[src/rtl/core/utf8v_pkg.sv]
// Package: shared types, constants and helpers for the UTF-8 stream validator.
`timescale 1ns / 1ps
`default_nettype none

package utf8v_pkg;

  // Lead byte ranges
  localparam logic [7:0] LEAD2_LO = 8'hc2;
  localparam logic [7:0] LEAD2_HI = 8'hdf;
  localparam logic [7:0] LEAD3_LO = 8'he0;
  localparam logic [7:0] LEAD3_HI = 8'hef;
  localparam logic [7:0] LEAD4_LO = 8'hf0;
  localparam logic [7:0] LEAD4_HI = 8'hf4;

  // Continuation byte form 10xxxxxx
  localparam logic [7:0] CONT_MASK = 8'hc0;
  localparam logic [7:0] CONT_TAG  = 8'h80;

  // Code point limits
  localparam logic [20:0] CP_MAX      = 21'h10ffff;
  localparam logic [20:0] SURR_LO     = 21'h00d800;
  localparam logic [20:0] SURR_HI     = 21'h00dfff;
  localparam logic [20:0] MIN_CLASS1  = 21'h000080;
  localparam logic [20:0] MIN_CLASS2  = 21'h000800;
  localparam logic [20:0] MIN_CLASS3  = 21'h010000;

  // Sequence length classes
  localparam logic [1:0] CLASS_NONE = 2'd0;
  localparam logic [1:0] CLASS_TWO  = 2'd1;
  localparam logic [1:0] CLASS_THREE = 2'd2;
  localparam logic [1:0] CLASS_FOUR = 2'd3;

  // Decoder state carried from byte to byte
  typedef struct packed {
    logic [1:0]  bytes_left;
    logic [20:0] code_value;
    logic [1:0]  length_class;
    logic        error_seen;
  } dec_state_t;

  localparam dec_state_t DEC_STATE_RESET = '{
    bytes_left:   2'd0,
    code_value:   21'd0,
    length_class: CLASS_NONE,
    error_seen:   1'b0
  };

  // Smallest code point a sequence of the given class may encode
  function automatic logic [20:0] class_minimum(input logic [1:0] cls);
    logic [20:0] m;
    case (cls)
      CLASS_TWO:   m = MIN_CLASS1;
      CLASS_THREE: m = MIN_CLASS2;
      default:     m = MIN_CLASS3;
    endcase
    return m;
  endfunction

endpackage

`default_nettype wire

[src/rtl/core/utf8v_step.sv]
// Combinational next-state and verdict logic for one byte of the stream.
`timescale 1ns / 1ps
`default_nettype none

module utf8v_step import utf8v_pkg::*; (
  input  dec_state_t  cur,
  input  logic [7:0]  data_byte,
  input  logic        end_of_text,
  output dec_state_t  nxt,
  output logic        still_valid
);

  dec_state_t  taken;
  logic [20:0] shifted;
  logic [1:0]  left_dec;

  assign shifted  = {cur.code_value[14:0], data_byte[5:0]};
  assign left_dec = cur.bytes_left - 2'd1;

  // Decode the byte against the current sequence state
  always_comb begin
    taken = cur;
    if (cur.error_seen) begin
      taken = cur;
    end else if (cur.bytes_left == 2'd0) begin
      if (data_byte < CONT_TAG) begin
        if (data_byte == 8'd0) begin
          taken = DEC_STATE_RESET;
          taken.error_seen = 1'b1;
        end
      end else if (data_byte >= LEAD2_LO && data_byte <= LEAD2_HI) begin
        taken.bytes_left   = 2'd1;
        taken.length_class = CLASS_TWO;
        taken.code_value   = {16'd0, data_byte[4:0]};
      end else if (data_byte >= LEAD3_LO && data_byte <= LEAD3_HI) begin
        taken.bytes_left   = 2'd2;
        taken.length_class = CLASS_THREE;
        taken.code_value   = {17'd0, data_byte[3:0]};
      end else if (data_byte >= LEAD4_LO && data_byte <= LEAD4_HI) begin
        taken.bytes_left   = 2'd3;
        taken.length_class = CLASS_FOUR;
        taken.code_value   = {18'd0, data_byte[2:0]};
      end else begin
        taken = DEC_STATE_RESET;
        taken.error_seen = 1'b1;
      end
    end else if ((data_byte & CONT_MASK) != CONT_TAG) begin
      taken = DEC_STATE_RESET;
      taken.error_seen = 1'b1;
    end else begin
      taken.code_value = shifted;
      taken.bytes_left = left_dec;
      // Check the finished code point for overlong, range and surrogates
      if (left_dec == 2'd0) begin
        if (shifted < class_minimum(cur.length_class) || shifted > CP_MAX ||
            (shifted >= SURR_LO && shifted <= SURR_HI)) begin
          taken = DEC_STATE_RESET;
          taken.error_seen = 1'b1;
        end else begin
          taken.code_value   = 21'd0;
          taken.length_class = CLASS_NONE;
        end
      end
    end
  end

  // Close the text on its final byte: flag truncation, then clear state
  always_comb begin
    if (end_of_text) begin
      still_valid = !taken.error_seen && (taken.bytes_left == 2'd0);
      nxt         = DEC_STATE_RESET;
    end else begin
      still_valid = !taken.error_seen;
      nxt         = taken;
    end
  end

endmodule

`default_nettype wire

[src/rtl/core/utf8_stream_validator_core.sv]
// Top level: input register, byte decoder, decoder state and result register.
// A byte passes through the input register, then the result register, to its result.
// Throughput: one byte per cycle when not stalled; the state loop holds one register.
// A stalled result holds the input register; the input stalls only when both
// stages are full. Reset is synchronous, active high: it empties both stages
// and returns the decoder state to the start of a text.
`timescale 1ns / 1ps
`default_nettype none

module utf8_stream_validator_core import utf8v_pkg::*; (
  input  logic       clk,
  input  logic       rst,
  input  logic       in_valid,
  output logic       in_stall,
  input  logic [7:0] data_byte,
  input  logic       end_of_text,
  output logic       out_valid,
  input  logic       out_stall,
  output logic       still_valid,
  output logic       verdict_final
);

  logic       hold_valid;
  logic [7:0] hold_byte;
  logic       hold_last;
  logic       advance;

  dec_state_t state;
  dec_state_t state_next;
  logic       valid_next;

  assign advance  = !out_valid || !out_stall;
  assign in_stall = hold_valid && !advance;

  // Capture the input transfer
  always_ff @(posedge clk) begin
    if (rst) begin
      hold_valid <= 1'b0;
    end else if (!in_stall) begin
      hold_valid <= in_valid;
    end
  end

  always_ff @(posedge clk) begin
    if (!in_stall && in_valid) begin
      hold_byte <= data_byte;
      hold_last <= end_of_text;
    end
  end

  utf8v_step u_step (
    .cur         (state),
    .data_byte   (hold_byte),
    .end_of_text (hold_last),
    .nxt         (state_next),
    .still_valid (valid_next)
  );

  // Advance the decoder state as each byte moves to the result
  always_ff @(posedge clk) begin
    if (rst) begin
      state <= DEC_STATE_RESET;
    end else if (hold_valid && advance) begin
      state <= state_next;
    end
  end

  // Load the result register
  always_ff @(posedge clk) begin
    if (rst) begin
      out_valid <= 1'b0;
    end else if (advance) begin
      out_valid <= hold_valid;
    end
  end

  always_ff @(posedge clk) begin
    if (hold_valid && advance) begin
      still_valid   <= valid_next;
      verdict_final <= hold_last;
    end
  end

endmodule

`default_nettype wire

[config.mk]
export PLATFORM = sky130hd
export DESIGN_NAME = utf8_stream_validator_core
export DESIGN_NICKNAME = d
export VERILOG_FILES = /design/src/rtl/core/utf8v_pkg.sv /design/src/rtl/core/utf8v_step.sv /design/src/rtl/core/utf8_stream_validator_core.sv
export SDC_FILE = /design/constraint.sdc
export NUM_CORES = 1
export LEC_CHECK = 0
export BUFFER_PORTS_ARGS = -buffer_cell sky130_fd_sc_hd__buf_2
export CAP_MARGIN = 0
export CORE_MARGIN = 2
export CORE_UTILIZATION = 45
export DETAILED_ROUTE_END_ITERATION = 10
export SETUP_SLACK_MARGIN = 0.4
export SYNTH_ARGS = -nofsm -noshare
export SYNTH_HDL_FRONTEND = slang
export SYNTH_HIERARCHICAL = 1
export SYNTH_SLANG_ARGS = --single-unit
[constraint.sdc]
create_clock -name clk -period 2.2 [get_ports clk]
set_clock_uncertainty 0.2 [all_clocks]
set_input_delay 0.11 -clock clk [delete_from_list [all_inputs] [get_ports clk]]
set_output_delay 0.11 -clock clk [all_outputs]
set_load 0.02 [all_outputs]
==> results.cfg <==
[cts]
clk-insertion-delay-late_ns = 0.29
cts_buffers = 5
clk_pin_slew_ns = 0.07
cts_tree = done
cts.path.max_buffers = 2
htree_levels = 2
root_buffer = clkbuf_8
cts_sinks = 33

[sta]
slew_violations = 0
slew_headroom_pct = 66.9
finalWorstSetupSlack_ns = 0.0557
setup_violations = 0
rsz0062_at_grt = yes
max_freq_mhz = 466
hold_viol = 0
period_minus_slack_ns = 2.14
post-route-period-util_pct = 97.5
worstMarginPinSlew_ns = 0.497
fin_setup_tns_ns = 0

[synth]
syn_nets = 255
avgSynthCellArea_um2 = 9.50
ys_warn_count = 6
syn_area_um2 = 2240
syn_inst = 236

[global_routing]
grt_max_degree = 43
antenna_found_initial = 0
overflow = 0
grt_pass1_wl_mm = 8.63
grt_usage_pct = 20.5
grt_pass1_vias = 1793

[setup_path]
cp.depth = 6
crit_buf_inv = 0
crit_path_start = hold_byte[4]$_DFFE_PP_
required_ns = 2.16
cp_slowest_cell = or4_4
cp.arrival_ns = 2.10
endpoint_kind = register
max_stage_delay_ns = 0.59
cp_cell_sequence = or4_4 -> a221oi_4 -> nor3_2 -> a32o_2 -> nand2b_1 -> mux2i_1
path_max_fanout = 3
path_class = reg -> reg
crit_end = state[24]$_SDFFE_PP0P_
r2r_slack_ns = 0.06
ff2ff_path_depth = 6
cp-start-kind = register
reg2reg_to = state[24]$_SDFFE_PP0P_
reg2reg_from = hold_byte[4]$_DFFE_PP_
cp_top_family = simple AND/OR/NAND/NOR gates

[floorplan]
die_w_um = 74.6
row_count = 25
dieArea_um2 = 5560
dieHeight_um = 74.6
ios = 17
core_area_um2 = 4750
initial_core_util_pct = 47.1

[placement]
dp.cells = 312
place.gp.congestion = 0.897
dpl.hpwl_mm = 3.40
io_buffers = 16
post-place-ws_ns = 0.0261

[layout]
layout-drive-gt1-share_pct = 29.9
antennaDiodeCount = 0
areaGrowthSynthToFinish_pct = 26.0
nets = 299
final_cell_count_no_fill = 348

[route]
route.detailed.drc = 0
drtIter0Drc = 77
ant_nets = 0
avgViaCountPerCell = 5.25
vias = 1828
drtPass1Iterations = 4
wl_per_cell_um = 14.6
wirelength_mm = 5.09

[pwr]
p_leak_nw = 1.07
finalPower_mw = 1.41
cellPowerDensity_nw_per_um2 = 499
ir_worst_vdd_v = 0.000385

[status]
status = complete, no violations

[worst_hold_path]
hold_depth = 2
min_path_type = in -> reg

[job]
cap_violations = 0
layer usage:
metal / wire length, µm / vias up / global-route usage, %
li1: - / 928 / -
met1: 2370 / 862 / 26.7
met2: 2500 / 31 / 33.9
met3: 166 / 7 / 4.34
met4: 58 / 0 / 6.94
met5: 0 / - / 0
stage by stage:
stage	area (µm²)	hold slack [ns]	utilization [%]
after floorplan	2300	0.00887	-
after global placement	2400	0.0864	50.6
after detailed placement	2400	0.0881	50.6
after CTS	2780	0.0747	58.4
after global routing	2820	0.155	59.4
final	2820	0.0732	59.4
how the worst min path moves through the flow:
stage | to | from | slack, ns
after floorplan | hold_byte[0]$_DFFE_PP_ | data_byte[0] | 0.009
after CTS | out_valid$_SDFFE_PP0P_ | rst | 0.07
final | out_valid$_SDFFE_PP0P_ | rst | 0.07
after global routing | out_valid$_SDFFE_PP0P_ | rst | 0.16
after detailed placement | hold_byte[1]$_DFFE_PP_ | data_byte[1] | 0.09
after global placement | hold_byte[5]$_DFFE_PP_ | data_byte[5] | 0.09
worst reg2reg max path, stage by stage, from the launching register on:
cell	delay, ns
edfxtp_1	0.43
or4_4	0.59
a221oi_4	0.33
nor3_2	0.09
a32o_2	0.26
nand2b_1	0.07
mux2i_1	0.06
cells in the final DEF, fill, tap and decap left out, types with 3 or more instances in the layout:
master	count
buf_2	16
mux2i_1	20
buf_4	25
dlygate4sd3_1	12
dfxtp_1	19
edfxtp_1	11
clkbuf_8	6
ha_1	4
nor2_1	21
o21a_1	3
inv_1	9
a22oi_1	13
o21ai_1	3
nand2b_1	40
nor3_1	3
nor4_1	3
nand2_1	10
cell type report:
| class | count | area, µm² |
|---|---|---|
| Fill cell | 411 | 1930 |
| Sequential cell | 33 | 779 |
| Clock buffer | 7 | 86.3 |
| Clock inverter | 1 | 7.51 |
| Multi-Input combinational cell | 172 | 1380 |
| Tap cell | 67 | 83.8 |
| Timing Repair Buffer | 57 | 445 |
| Inverter | 11 | 41.3 |
registers in the layout (all words and copies together) (netlist names):
| signal | flops |
|---|---|
| hold_byte | 8 |
| verdict_final | 1 |
| hold_valid | 1 |
| state | 20 |
| still_valid | 1 |
| out_valid | 1 |
| hold_last | 1 |
report_power, final:
group	internal [mW]	switching, mW
sequential	0.648	0.0201
combinational	0.134	0.122
clock	0.254	0.229
timing repair:
action,in CTS,in global routing
pin swaps,7,1
hold buffers,12,0
resized for setup,15,7
buffers inserted,12,3
endpoints found under the hold margin,11,0
gates cloned,1,0
endpoints found under the setup margin,21,21
No activity file was read; power rests on OpenSTA's default activity.
